[config.mk]
export PLATFORM = sky130hd
export DESIGN_NAME = peak_preserving_decimator_top_flat
export DESIGN_NICKNAME = d
export VERILOG_FILES = /design/src/design/ppd_pkg.sv /design/src/design/ppd_if.sv /design/src/design/peak_preserving_decimator_top.sv /design/src/flat_wrapper.sv
export VERILOG_INCLUDE_DIRS = /design/src /design/src/design
export SDC_FILE = /design/constraint.sdc
export NUM_CORES = 1
export LEC_CHECK = 0
export ABC_AREA = 1
export CAP_MARGIN = 20
export CORE_MARGIN = 2
export CORE_UTILIZATION = 61
export CTS_BUF_LIST = sky130_fd_sc_hd__clkbuf_8
export DETAILED_ROUTE_END_ITERATION = 6
export DONT_BUFFER_PORTS = 1
export GPL_ROUTABILITY_DRIVEN = 0
export PLACE_DENSITY = 0.9
export SKIP_LAST_GASP = 1
export SLEW_MARGIN = 20
export SYNTH_ARGS = -nofsm -noshare
export SYNTH_HDL_FRONTEND = slang
export SYNTH_SLANG_ARGS = --single-unit
[constraint.sdc]
create_clock -name clk -period 8.6 [get_ports clk]
set_input_delay 1.72 -clock clk [delete_from_list [all_inputs] [get_ports clk]]
set_output_delay 1.72 -clock clk [all_outputs]
set_load 0.1 [all_outputs]
[src/design/peak_preserving_decimator_top_assert.svh]
// Assertion macros shared by the decimator RTL.
// Both sample on the rising edge of clk and are disabled while rst_n is low.
`ifndef PEAK_PRESERVING_DECIMATOR_TOP_ASSERT_SVH
`define PEAK_PRESERVING_DECIMATOR_TOP_ASSERT_SVH

// Same-cycle implication.
`define PPD_ASSERT_NOW(label, cond, prop, msg) \
    label: assert property (@(posedge clk) disable iff (!rst_n) (cond) |-> (prop)) \
        else $error(msg);

// Next-cycle implication.
`define PPD_ASSERT_NEXT(label, cond, prop, msg) \
    label: assert property (@(posedge clk) disable iff (!rst_n) (cond) |=> (prop)) \
        else $error(msg);

`endif

[src/design/ppd_pkg.sv]
package ppd_pkg;

    localparam int OUT_COUNT_DEFAULT  = 64;
    localparam int MAX_SERIES_DEFAULT = 128;

    localparam int SAMPLE_W = 32;
    localparam int VALUE_W  = 24;
    localparam int SLOT_W   = 6;
    localparam int LEN_W    = 8;

    localparam logic [LEN_W-1:0] SERIES_LENGTH_RESET = 8'd128;

    typedef logic signed [SAMPLE_W-1:0] sample_t;
    typedef logic signed [VALUE_W-1:0]  value_t;
    typedef logic [SLOT_W-1:0]          slot_t;
    typedef logic [LEN_W-1:0]           len_t;

endpackage

[src/design/ppd_if.sv]
// Input channel: one raw sample per word.
interface ppd_in_if;
    logic              valid;
    logic              ready;
    ppd_pkg::sample_t  sample;

    modport source (output valid, output sample, input ready);
    modport sink   (input valid, input sample, output ready);
endinterface

// Result channel: one rounded bucket value per word.
interface ppd_out_if;
    logic             valid;
    logic             ready;
    ppd_pkg::value_t  rounded_value;
    ppd_pkg::slot_t   slot;
    logic             last;

    modport source (output valid, output rounded_value, output slot, output last,
                    input ready);
    modport sink   (input valid, input rounded_value, input slot, input last,
                    output ready);
endinterface

// Configuration write channel: series length.
interface ppd_cfg_if;
    logic           valid;
    logic           ready;
    ppd_pkg::len_t  series_length;

    modport source (output valid, output series_length, input ready);
    modport sink   (input valid, input series_length, output ready);
endinterface

[src/design/peak_preserving_decimator_top.sv]
// Channel  Modport  Payload                          Accepted when
// -------  -------  -------------------------------  -------------------------
// cfg      sink     series_length [7:0]              cfg.valid && cfg.ready
// din      sink     sample [31:0] signed Q23.8       din.valid && din.ready
// dout     source   rounded_value [23:0], slot, last dout.valid && dout.ready
//
// All bucket work for a sample is one compare and subtract stage between the
// state registers and the result register.
// A new sample is taken every cycle while the result register is empty or
// is being drained; a held result stalls the input only when dout.ready is low.
// Reset (rst_n low, asynchronous) returns the block to idle with the series
// length register at 128. cfg.ready is always high.
`include "peak_preserving_decimator_top_assert.svh"

module peak_preserving_decimator_top #(
    parameter int OUT_COUNT  = ppd_pkg::OUT_COUNT_DEFAULT,
    parameter int MAX_SERIES = ppd_pkg::MAX_SERIES_DEFAULT
) (
    input  logic      clk,
    input  logic      rst_n,
    ppd_cfg_if.sink   cfg,
    ppd_in_if.sink    din,
    ppd_out_if.source dout
);

    // Bucket boundaries are tracked without division. Bucket i ends at the
    // first position p (samples taken) with (i+1)*L < (p+1)*OUT_COUNT, so two
    // running sums are kept: acc_a = (i+1)*L and acc_b = (p+1)*OUT_COUNT.
    localparam int ACC_W = $clog2(OUT_COUNT * 256 + 1);

    localparam logic [ACC_W-1:0] N_ACC      = ACC_W'(OUT_COUNT);
    localparam logic [ACC_W-1:0] TWO_N_ACC  = ACC_W'(2 * OUT_COUNT);
    localparam ppd_pkg::len_t    LEN_MAX    = ppd_pkg::LEN_W'(MAX_SERIES);
    localparam ppd_pkg::len_t    LEN_MIN    = ppd_pkg::LEN_W'(OUT_COUNT + 1);
    localparam ppd_pkg::slot_t   FINAL_SLOT = ppd_pkg::SLOT_W'(OUT_COUNT - 1);

    // Configuration register.
    ppd_pkg::len_t series_length_reg;

    // Series state.
    logic             active_reg, active_next;
    ppd_pkg::len_t    len_reg, len_next;
    logic [ACC_W-1:0] acc_a_reg, acc_a_next;
    logic [ACC_W-1:0] acc_b_reg, acc_b_next;
    ppd_pkg::slot_t   bidx_reg, bidx_next;
    ppd_pkg::sample_t prev_reg, prev_next;
    ppd_pkg::sample_t best_reg, best_next;
    logic [32:0]      bestd_reg, bestd_next;
    logic             best_valid_reg, best_valid_next;

    // Result register.
    logic             out_valid_reg, out_valid_next;
    ppd_pkg::value_t  out_value_reg, out_value_next;
    ppd_pkg::slot_t   out_slot_reg, out_slot_next;
    logic             out_last_reg, out_last_next;

    // Per-sample datapath.
    logic             in_fire;
    ppd_pkg::len_t    len_clip, len_eff, len_cur;
    logic [ACC_W-1:0] acc_a_cur, acc_b_cur;
    ppd_pkg::slot_t   bidx_cur;
    ppd_pkg::sample_t prev_cur, best_cur, best_new;
    logic [32:0]      bestd_cur, dist_abs;
    logic             best_valid_cur, take, bucket_done, final_slot;
    logic [33:0]      diff;
    logic [32:0]      mag, mag_round;
    logic [24:0]      quot;
    ppd_pkg::value_t  rounded;

    assign cfg.ready = 1'b1;
    assign din.ready = !out_valid_reg || dout.ready;
    assign in_fire   = din.valid && din.ready;

    assign dout.valid         = out_valid_reg;
    assign dout.rounded_value = out_value_reg;
    assign dout.slot          = out_slot_reg;
    assign dout.last          = out_last_reg;

    // Effective length: limited to MAX_SERIES, then raised to OUT_COUNT+1.
    assign len_clip = (series_length_reg > LEN_MAX) ? LEN_MAX : series_length_reg;
    assign len_eff  = (len_clip < LEN_MIN) ? LEN_MIN : len_clip;

    always_comb
    begin
        // The first sample of a series restarts everything from its own value.
        len_cur        = active_reg ? len_reg : len_eff;
        acc_a_cur      = active_reg ? acc_a_reg : ACC_W'(len_eff);
        acc_b_cur      = active_reg ? (acc_b_reg + N_ACC) : TWO_N_ACC;
        bidx_cur       = active_reg ? bidx_reg : '0;
        prev_cur       = active_reg ? prev_reg : din.sample;
        best_cur       = active_reg ? best_reg : '0;
        bestd_cur      = active_reg ? bestd_reg : '0;
        best_valid_cur = active_reg && best_valid_reg;

        diff     = {{2{din.sample[31]}}, din.sample} - {{2{prev_cur[31]}}, prev_cur};
        dist_abs = diff[33] ? 33'(-diff) : diff[32:0];

        // A tie keeps the earlier sample, so only a strictly larger distance wins.
        take     = !best_valid_cur || (dist_abs > bestd_cur);
        best_new = take ? din.sample : best_cur;

        bucket_done = acc_a_cur < acc_b_cur;
        final_slot  = (bidx_cur == FINAL_SLOT);

        // Round half away from zero on the magnitude; both sides can reach 2^23,
        // but only the positive side needs saturation.
        mag       = best_new[31] ? (33'd0 - {best_new[31], best_new})
                                 : {1'b0, best_new};
        mag_round = mag + 33'd128;
        quot      = mag_round[32:8];
        if (best_new[31])
        begin
            rounded = ppd_pkg::VALUE_W'(25'd0 - quot);
        end
        else if (quot > 25'd8388607)
        begin
            rounded = 24'h7FFFFF;
        end
        else
        begin
            rounded = quot[23:0];
        end
    end

    always_comb
    begin
        active_next     = active_reg;
        len_next        = len_reg;
        acc_a_next      = acc_a_reg;
        acc_b_next      = acc_b_reg;
        bidx_next       = bidx_reg;
        prev_next       = prev_reg;
        best_next       = best_reg;
        bestd_next      = bestd_reg;
        best_valid_next = best_valid_reg;

        out_valid_next = out_valid_reg && !dout.ready;
        out_value_next = out_value_reg;
        out_slot_next  = out_slot_reg;
        out_last_next  = out_last_reg;

        if (in_fire)
        begin
            active_next     = 1'b1;
            len_next        = len_cur;
            acc_b_next      = acc_b_cur;
            acc_a_next      = acc_a_cur;
            bidx_next       = bidx_cur;
            prev_next       = prev_cur;
            best_next       = best_new;
            bestd_next      = take ? dist_abs : bestd_cur;
            best_valid_next = 1'b1;

            if (bucket_done)
            begin
                out_valid_next  = 1'b1;
                out_value_next  = rounded;
                out_slot_next   = bidx_cur;
                out_last_next   = final_slot;
                prev_next       = best_new;
                best_valid_next = 1'b0;
                acc_a_next      = acc_a_cur + ACC_W'(len_cur);
                bidx_next       = bidx_cur + ppd_pkg::SLOT_W'(1);
                if (final_slot)
                begin
                    active_next = 1'b0;
                end
            end
        end
    end

    always_ff @(posedge clk or negedge rst_n)
    begin
        if (!rst_n)
        begin
            series_length_reg <= ppd_pkg::SERIES_LENGTH_RESET;
        end
        else if (cfg.valid && cfg.ready)
        begin
            series_length_reg <= cfg.series_length;
        end
    end

    always_ff @(posedge clk or negedge rst_n)
    begin
        if (!rst_n)
        begin
            active_reg     <= 1'b0;
            best_valid_reg <= 1'b0;
            out_valid_reg  <= 1'b0;
            acc_a_reg      <= '0;
            acc_b_reg      <= '0;
            bidx_reg       <= '0;
            len_reg        <= '0;
        end
        else
        begin
            active_reg     <= active_next;
            best_valid_reg <= best_valid_next;
            out_valid_reg  <= out_valid_next;
            acc_a_reg      <= acc_a_next;
            acc_b_reg      <= acc_b_next;
            bidx_reg       <= bidx_next;
            len_reg        <= len_next;
        end
    end

    // Payload registers carry no reset.
    always_ff @(posedge clk)
    begin
        prev_reg      <= prev_next;
        best_reg      <= best_next;
        bestd_reg     <= bestd_next;
        out_value_reg <= out_value_next;
        out_slot_reg  <= out_slot_next;
        out_last_reg  <= out_last_next;
    end

    // While a series runs, the current bucket has not yet reached its end.
    `PPD_ASSERT_NOW(a_bucket_open, active_reg, acc_a_reg >= acc_b_reg, "bucket end overrun")

    // The bucket index stays below the slot count.
    `PPD_ASSERT_NOW(a_slot_range, active_reg, {1'b0, bidx_reg} < 7'(OUT_COUNT), "slot overflow")

    // A series never ends on its first sample.
    `PPD_ASSERT_NEXT(a_start, in_fire && !active_reg, active_reg, "series ended on first sample")

    // Emitting the final slot returns the block to idle.
    `PPD_ASSERT_NEXT(a_final_idle, in_fire && bucket_done && final_slot,
        !active_reg && out_last_reg, "final slot did not end series")

endmodule
[src/flat_wrapper.sv]
// flat-port wrapper written by rule: the top's interface ports become plain ports
module peak_preserving_decimator_top_flat 
#(
    parameter int OUT_COUNT  = ppd_pkg::OUT_COUNT_DEFAULT,
    parameter int MAX_SERIES = ppd_pkg::MAX_SERIES_DEFAULT
)
  (clk, rst_n, cfg_valid, cfg_series_length, cfg_ready, din_valid, din_sample, din_ready, dout_valid, dout_rounded_value, dout_slot, dout_last, dout_ready);
  ppd_cfg_if cfg_i ();
  ppd_in_if din_i ();
  ppd_out_if dout_i ();
  input  logic clk;
  input  logic rst_n;
  input wire logic [$bits(cfg_i.valid)-1:0] cfg_valid;
  input wire logic [$bits(cfg_i.series_length)-1:0] cfg_series_length;
  output wire logic [$bits(cfg_i.ready)-1:0] cfg_ready;
  input wire logic [$bits(din_i.valid)-1:0] din_valid;
  input wire logic [$bits(din_i.sample)-1:0] din_sample;
  output wire logic [$bits(din_i.ready)-1:0] din_ready;
  output wire logic [$bits(dout_i.valid)-1:0] dout_valid;
  output wire logic [$bits(dout_i.rounded_value)-1:0] dout_rounded_value;
  output wire logic [$bits(dout_i.slot)-1:0] dout_slot;
  output wire logic [$bits(dout_i.last)-1:0] dout_last;
  input wire logic [$bits(dout_i.ready)-1:0] dout_ready;
  assign cfg_i.valid = cfg_valid;
  assign cfg_i.series_length = cfg_series_length;
  assign cfg_ready = cfg_i.ready;
  assign din_i.valid = din_valid;
  assign din_i.sample = din_sample;
  assign din_ready = din_i.ready;
  assign dout_valid = dout_i.valid;
  assign dout_rounded_value = dout_i.rounded_value;
  assign dout_slot = dout_i.slot;
  assign dout_last = dout_i.last;
  assign dout_i.ready = dout_ready;
  peak_preserving_decimator_top #(.OUT_COUNT(OUT_COUNT), .MAX_SERIES(MAX_SERIES)) u_core (.clk(clk), .rst_n(rst_n), .cfg(cfg_i), .din(din_i), .dout(dout_i));
endmodule
==> impl_metrics.py, run 1 <==
metrics = {
    "outcome": {
        "outcome": "stopped before the end",
        "stop_stage": "5_1_grt",
        "firstError": "[ERROR GRT-0232] Routing congestion too high. Check the congestion heatmap in the GUI.",
    },
    "floorplanning": {
        "dieHeight_um": 163,
        "rows": 58,
        "ios": 79,
        "floorplan.initialDensity": 0.616,
        "chipWidth_um": 163,
    },
    "yosys": {
        "async_reset_ff_frac": 0.301,
        "syn-cell-area_um2": 15400,
        "synth_top_area_share": 0.250,
        "synthCells": 2175,
        "synth_top_cell_by_area": "edfxtp_1",
        "synth_seq_cells": 183,
        "syn_nets": 2315,
        "synth_area_leaders": "edfxtp_1 (25%), nand2_1 (17%), dfrtp_1 (8.8%)",
        "yosys.cell_types.count": 59,
        "syn_avg_cell_area_um2": 7.07,
        "synth_edf_count": 128,
        "yosysSeqAreaShare": 0.340,
        "yosysWarningCount": 0,
        "synth_ff_type": "edfxtp_1",
    },
    "clocking": {
        "clkSinkCount": 183,
        "cts_buffers": 17,
        "cts.path.max_buffers": 2,
        "cts_root_buf": "clkbuf_8",
        "htree_levels": 4,
    },
    "timing": {
        "crit_endpoint": "u_core.dout.rounded_value[13]$_DFFE_PP_/D",
        "endpoint_type": "register data pin",
    },
    "place": {
        "dp_hpwl_um": 33200,
        "place_ws_ps": -1230,
        "io_buffers": 0,
    },
    "grt": {
        "grt_max_degree": 65,
        "overflow": 18,
        "grt_use_total": 0.736,
    },
}
[synthesized netlist by cell type, drive strengths merged, types with 5 or more instances]
master,number
nand3b,21
o21ai,158
mux2,7
xnor2,21
inv,244
buf,26
xor2,65
edfxtp,128
dfrtp,54
nand4,23
o21bai,12
or2,6
o221ai,5
nand2,721
ha,93
mux2i,5
clkbuf,37
nand3,144
a21oi,102
nor2,236
nor3,26
[cells by family after synthesis]
group	Yosys count	synth area share
compound gates	307	0.111
flops	183	0.340
mux	12	0.00838
fa+ha+maj	95	0.0783
xor+xnor	86	0.0490
buf+inv	310	0.0815
other cells	1	0.000244
simple gates	1181	0.332
[per-stage QoR]
| step | instance area (um^2) | hold slack [ps] | utilization | std cells |
|---|---|---|---|---|
| 2_1_floorplan | 15400 | 453 | - | 2175 |
| 4_1_cts | 19600 | 506 | 0.786 | 2871 |
| 3_5_place_dp | 18000 | 485 | 0.721 | 2773 |
| 3_3_place_gp | 18000 | 466 | 0.721 | 2773 |
[timing repair]
action | 4_1_cts
setup buffers | 59
pin swaps | 68
resized for setup | 177
endpoints found under the setup margin | 24
hold buffers | 0
gates cloned | 7
[metal layers]
metal / global-route usage / overflow
met1: 0.725 / 0
met2: 0.864 / 11
met3: 0.631 / 1
met4: 0.738 / 6
met5: 0.358 / 0
==> run 2, diff against run 1 <==
--- a/config.mk
+++ b/config.mk
@@ -9,12 +9,11 @@
 export ABC_AREA = 1
 export CAP_MARGIN = 20
 export CORE_MARGIN = 2
-export CORE_UTILIZATION = 61
-export CTS_BUF_LIST = sky130_fd_sc_hd__clkbuf_8
+export CORE_UTILIZATION = 40
 export DETAILED_ROUTE_END_ITERATION = 6
 export DONT_BUFFER_PORTS = 1
 export GPL_ROUTABILITY_DRIVEN = 0
-export PLACE_DENSITY = 0.9
+export PLACE_DENSITY_LB_ADDON = 0.15
 export SKIP_LAST_GASP = 1
 export SLEW_MARGIN = 20
 export SYNTH_ARGS = -nofsm -noshare
==> constraint.sdc (replaced) <==
create_clock -name clk -period 11.18 [get_ports clk]
set_input_delay 2.236 -clock clk [delete_from_list [all_inputs] [get_ports clk]]
set_output_delay 2.236 -clock clk [all_outputs]
set_load 0.1 [all_outputs]
==> impl_metrics.py, run 2 <==
metrics = {
    "outcome": {
        "outcome": "complete, no violations",
    },
    "hold_path": {
        "hold_path_class": "flip-flop to flip-flop",
        "min-delay-start": "u_core.acc_b_reg[0]",
    },
    "job": {
        "maxCapViolations": 0,
    },
    "clocking": {
        "cts.path.max_buffers": 2,
        "cts_buffers": 17,
        "hold_buffers": 0,
        "insertion_delay_ps": 470,
        "cts_tree": "done",
        "clkSinkCount": 183,
        "htree_levels": 4,
        "clk_pin_slew_ps": 70,
        "cts_root_buf": "clkbuf_16",
    },
    "floorplanning": {
        "die-area_um2": 40000,
        "dieHeight_um": 200,
        "ios": 79,
        "floorplan.initialDensity": 0.407,
        "rows": 71,
        "chipWidth_um": 200,
        "coreArea_um2": 37800,
    },
    "cells_and_area": {
        "layout-drive-gt1-share": 0.0830,
        "final_common_cell": "nand2_1",
        "final_util": 0.437,
        "fillers": 3942,
        "largest_reg_flops": 33,
        "final_area_um2": 16500,
        "syn_to_final_growth_pct": 7.35,
        "diodes": 0,
        "nets": 2295,
        "layout_common_cells": "nand2_1 (685), inv_1 (226), nor2_1 (199)",
    },
    "timing": {
        "layout_min_cycle_time_ps": 10340,
        "tns_ps": 0,
        "hold_viol": 0,
        "slew_violations": 0,
        "finalWorstSetupSlack_ps": 835,
        "fin_skew_ps": 13.4,
        "fmax_mhz": 96.7,
        "period_share": 0.925,
        "worst_slew_pin_slew_ps": 986,
        "setup_viol": 0,
        "slew-limit-headroom": 0.340,
    },
    "routing": {
        "finalWirelength_um": 41500,
        "wl_per_cell_um": 15.5,
        "via_count": 13800,
        "first_pass_iters": 5,
        "drtIter0Drc": 902,
        "route.detailed.drc": 0,
        "viasPerCell": 5.17,
        "ant_nets": 0,
    },
    "critical_path": {
        "slowest_stage": "fa_1",
        "worst_setup_path_start_kind": "input port",
        "crit_required_ps": 11500,
        "critPathArrivalTime_ps": 10660,
        "crit_start": "din_sample[0]",
        "critPathMaxFanout": 25,
        "r2r_start": "u_core.active_reg",
        "criticalPathCategory": "input port to flip-flop",
        "crit_path_end_kind": "flip-flop",
        "crit_top_cell": "nand2_1",
        "max_stage_delay_ps": 400,
    },
    "grt": {
        "overflow": 0,
        "grt_use_total": 0.216,
        "grt_pass1_vias": 13200,
        "antenna_found_initial": 0,
        "grt_max_degree": 71,
        "grt_pass1_wl_um": 67900,
    },
    "yosys": {
        "syn-cell-area_um2": 15400,
        "synth_top_cell_by_area": "edfxtp_1",
        "syn_nets": 2315,
        "synth_seq_cells": 183,
        "yosysMostFrequentCell": "nand2_1",
        "yosysSeqAreaShare": 0.340,
        "yosys.cell_types.count": 59,
        "synthCells": 2175,
        "netlist_top_cells_count": "nand2_1 (686), inv_1 (228), nor2_1 (202)",
        "synth_ff_type": "edfxtp_1",
        "synth_area_leaders": "edfxtp_1 (25%), nand2_1 (17%), dfrtp_1 (8.8%)",
        "synth_top_area_share": 0.250,
        "yosysWarningCount": 0,
        "synth_edf_count": 128,
        "syn_avg_cell_area_um2": 7.07,
        "async_reset_ff_frac": 0.301,
    },
    "place": {
        "io_buffers": 0,
        "place_ws_ps": 216,
        "dp_hpwl_um": 31400,
        "placed_area_um2": 15800,
    },
}
run 2: cell type report:
type	count	area, um^2	area share
Tap cell	511	639	0.0387
Clock inverter	12	140	0.00849
Sequential cell	183	5220	0.316
Multi-Input combinational cell	1684	8950	0.543
Inverter	247	935	0.0566
Timing Repair Buffer	22	165	0.0100
Clock buffer	20	447	0.0271
run 2: metrics by stage:
| step | instances | hold slack [ps] |
|---|---|---|
| after floorplan | 2175 | 453 |
| after global placement | 2640 | 468 |
| after CTS | 2672 | 496 |
| after global routing | 2679 | 511 |
| final | 2679 | 490 |
| after detailed placement | 2640 | 479 |
run 2: path summary, 6_finish.rpt:
| kind | to | slack [ps] | cells after the start |
|---|---|---|---|
| worst max-delay path | u_core.dout.rounded_value[7] | 840 | 53 |
| worst min register to register | u_core.acc_b_reg[0] | 490 | 2 |
| max in group asynchronous | u_core.series_length_reg[7] | 9540 | 0 |
| worst max register to register | u_core.dout.rounded_value[7] | 1860 | 54 |
| min in group asynchronous | u_core.acc_b_reg[2] | 1460 | 0 |
| worst min-delay path | u_core.acc_b_reg[0] | 490 | 2 |
run 2: kinds of logic after synthesis:
kind of cell / share of synthesized area
AOI/OAI and AO/OA: 0.111
xor gates and xnor gates: 0.0490
adders and majority gates: 0.0783
buffers and inverters: 0.0815
DFF: 0.340
muxes: 0.00838
other: 0.000244
and+or+nand+nor: 0.332
run 2: critical path, delay by kind of cell:
family	cells	cell delay (ps)
and+or+nand+nor	30	4280
AOI/OAI and AO/OA	11	1810
buffers and inverters	8	1080
adders and majority gates	3	940
xor gates and xnor gates	1	250
run 2: routing by layer:
metal | track usage | up-vias | routed length [um]
li1 | - | 7075 | -
met1 | 0.283 | 6444 | 19300
met2 | 0.357 | 281 | 19100
met3 | 0.0477 | 41 | 2360
met4 | 0.0609 | 0 | 662
met5 | 0 | - | 0
run 2: what timing repair did:
| item | 4_1_cts | 5_1_grt |
|---|---|---|
| endpoints found under the setup margin | 0 | 24 |
| setup buffers | 0 | 5 |
| gates resized for setup | 0 | 10 |
Power of run 2 is not shown: default switching activity piles up to over one toggle a cycle in this logic, so the estimate is an artifact.
==> run 3, diff against run 2 <==
--- a/config.mk
+++ b/config.mk
@@ -6,10 +6,10 @@
 export SDC_FILE = /design/constraint.sdc
 export NUM_CORES = 1
 export LEC_CHECK = 0
-export ABC_AREA = 1
-export CAP_MARGIN = 20
+export CAP_MARGIN = 0
 export CORE_MARGIN = 2
 export CORE_UTILIZATION = 40
+export CTS_CLUSTER_DIAMETER = 80
 export DETAILED_ROUTE_END_ITERATION = 6
 export DONT_BUFFER_PORTS = 1
 export GPL_ROUTABILITY_DRIVEN = 0
==> impl_metrics.py, run 3 <==
metrics = {
    "outcome": {
        "outcome": "complete, no violations",
    },
    "critical_path": {
        "path_delay_family": "simple AND/OR/NAND/NOR gates",
        "crit_required_ps": 11400,
        "critPathBufInv": 6,
        "max_stage_delay_ps": 610,
        "crit_top_cell": "o21ai_0",
        "critPathArrivalTime_ps": 10860,
        "crit_path_end_kind": "flip-flop",
        "slowest_stage": "or4_4",
        "critPathMaxFanout": 17,
        "worst_setup_path_start_kind": "input port",
        "criticalPathCategory": "input port to flip-flop",
    },
    "clocking": {
        "hold_buffers": 0,
        "clkSinkCount": 183,
        "insertion_delay_ps": 470,
        "cts_buffers": 17,
        "cts_root_buf": "clkbuf_16",
        "cts_tree": "done",
        "cts.path.max_buffers": 2,
        "clk_pin_slew_ps": 80,
        "htree_levels": 4,
    },
    "routing": {
        "via_count": 12200,
        "ant_nets": 0,
        "viasPerCell": 5.59,
        "first_pass_iters": 5,
        "route.detailed.drc": 0,
        "wl_per_cell_um": 18.1,
        "drtIter0Drc": 751,
        "finalWirelength_um": 39500,
    },
    "timing": {
        "period_share": 0.951,
        "slew_violations": 0,
        "setup_viol": 0,
        "fmax_mhz": 94.0,
        "worst_slew_pin_slew_ps": 1120,
        "hold_viol": 0,
        "fin_skew_ps": 17.5,
        "layout_min_cycle_time_ps": 10640,
        "slew-limit-headroom": 0.251,
    },
    "hold_path": {
        "hold_path_class": "flip-flop to flip-flop",
    },
    "floorplanning": {
        "coreArea_um2": 37500,
        "ios": 79,
        "die-area_um2": 39400,
        "chipWidth_um": 199,
        "rows": 71,
        "dieHeight_um": 199,
        "floorplan.initialDensity": 0.404,
    },
    "cells_and_area": {
        "final_util": 0.445,
        "nets": 1793,
        "largest_reg_flops": 33,
        "final_common_cell": "nand2_1",
        "layout_common_cells": "nand2_1 (218), edfxtp_1 (128), mux2i_1 (102), xnor2_1 (102), ha_1 (93)",
        "syn_to_final_growth_pct": 10.3,
        "layout-drive-gt1-share": 0.127,
        "final_area_um2": 16700,
        "fillers": 3626,
        "diodes": 0,
    },
    "yosys": {
        "netlist_top_cells_count": "nand2_1 (218), edfxtp_1 (128), mux2i_1 (102), xnor2_1 (102), ha_1 (93)",
        "synthCells": 1626,
        "synth_ff_type": "edfxtp_1",
        "synth_top_cell_by_area": "edfxtp_1",
        "syn_nets": 1766,
        "synth_top_area_share": 0.254,
        "async_reset_ff_frac": 0.301,
        "synth_seq_cells": 183,
        "syn-cell-area_um2": 15100,
        "yosysSeqAreaShare": 0.345,
        "synth_area_leaders": "edfxtp_1 (25%), dfrtp_1 (8.9%), ha_1 (7.7%)",
        "yosysMostFrequentCell": "nand2_1",
        "yosysWarningCount": 0,
        "synth_edf_count": 128,
        "yosys.cell_types.count": 101,
        "syn_avg_cell_area_um2": 9.31,
    },
    "grt": {
        "antenna_found_initial": 0,
        "grt_pass1_vias": 11700,
        "grt_max_degree": 84,
        "grt_pass1_wl_um": 63400,
        "overflow": 0,
        "grt_use_total": 0.205,
    },
    "job": {
        "maxCapViolations": 0,
    },
    "place": {
        "dp_hpwl_um": 29600,
        "placed_area_um2": 16100,
        "io_buffers": 0,
    },
}
## run 3: changes by cell type in the layout (fill, tap and decap cells not counted), sizes merged, moves of 21 or more
| cell | delta |
|---|---|
| o21ai | -74 |
| a21oi | -21 |
| a21o | +31 |
| nand2 | -505 |
| mux2 | +42 |
| and2 | +23 |
| nor2 | -155 |
| inv | -178 |
| xnor2 | +82 |
| mux2i | +100 |
| nand3 | -102 |
| buf | +52 |
## run 3: cell families after synthesis
| family | count (synthesis) | synth area share |
|---|---|---|
| xor gates and xnor gates | 151 | 0.0889 |
| buffers and inverters | 132 | 0.0353 |
| other | 1 | 0.000248 |
| adders and majority gates | 95 | 0.0795 |
| muxes | 154 | 0.107 |
| DFF | 183 | 0.345 |
| and+or+nand+nor | 575 | 0.195 |
| AOI/OAI and AO/OA | 335 | 0.149 |
## run 3: path summary, 6_finish.rpt
path / from / to / slack (ps) / cells after the start
max: din_sample[0] / u_core.dout.rounded_value[11] / 540 / 40
min: u_core.acc_a_reg[7] / u_core.acc_a_reg[7] / 480 / 2
max reg2reg: u_core.active_reg / u_core.dout.rounded_value[11] / 1280 / 36
min reg2reg: u_core.acc_a_reg[7] / u_core.acc_a_reg[7] / 480 / 2
max in group asynchronous: rst_n / u_core.series_length_reg[7] / 9550 / 0
min in group asynchronous: rst_n / u_core.series_length_reg[1] / 1460 / 0
## run 3: metal layers
metal,track usage,vias to the layer above,part of all wire
met5,0,-,0
met4,0.0525,0,0.015
met3,0.0470,32,0.053
met2,0.329,250,0.46
met1,0.280,5853,0.48
li1,-,6029,-
## run 3: repair_timing
item                                   4_1_cts  5_1_grt
setup buffers                                0        1
gates resized for setup                      0        6
endpoints found under the hold margin        0        0
setup endpoints to repair                    0       23
## run 3: metrics by stage
stage	hold slack (ps)	instances	setup TNS, ps	setup slack (ps)
finish	482	2177	0	543
global route	506	2177	-0.0151	-0.0151
global placement	465	2144	0	75.8
floorplan	450	1626	0	46.9
detailed placement	471	2144	-3620	-185
CTS	489	2176	0	334
## run 3: area by class of cell
cell class	instances	area (um^2)	area share
well taps	511	639	0.0383
clock buffers	18	450	0.0270
clock inverters	14	114	0.00682
flip-flops and latches	183	5230	0.313
repair buffers	74	568	0.0340
multi-input cells	1311	9440	0.566
inverters	66	250	0.0150
## run 3: tightest hold or removal path, stage by stage, from the launching register on
cell	delay [ps]
dfrtp_1	340
nand2_1	40
o21ai_0	60
Power of run 3 is left out for the same reason.
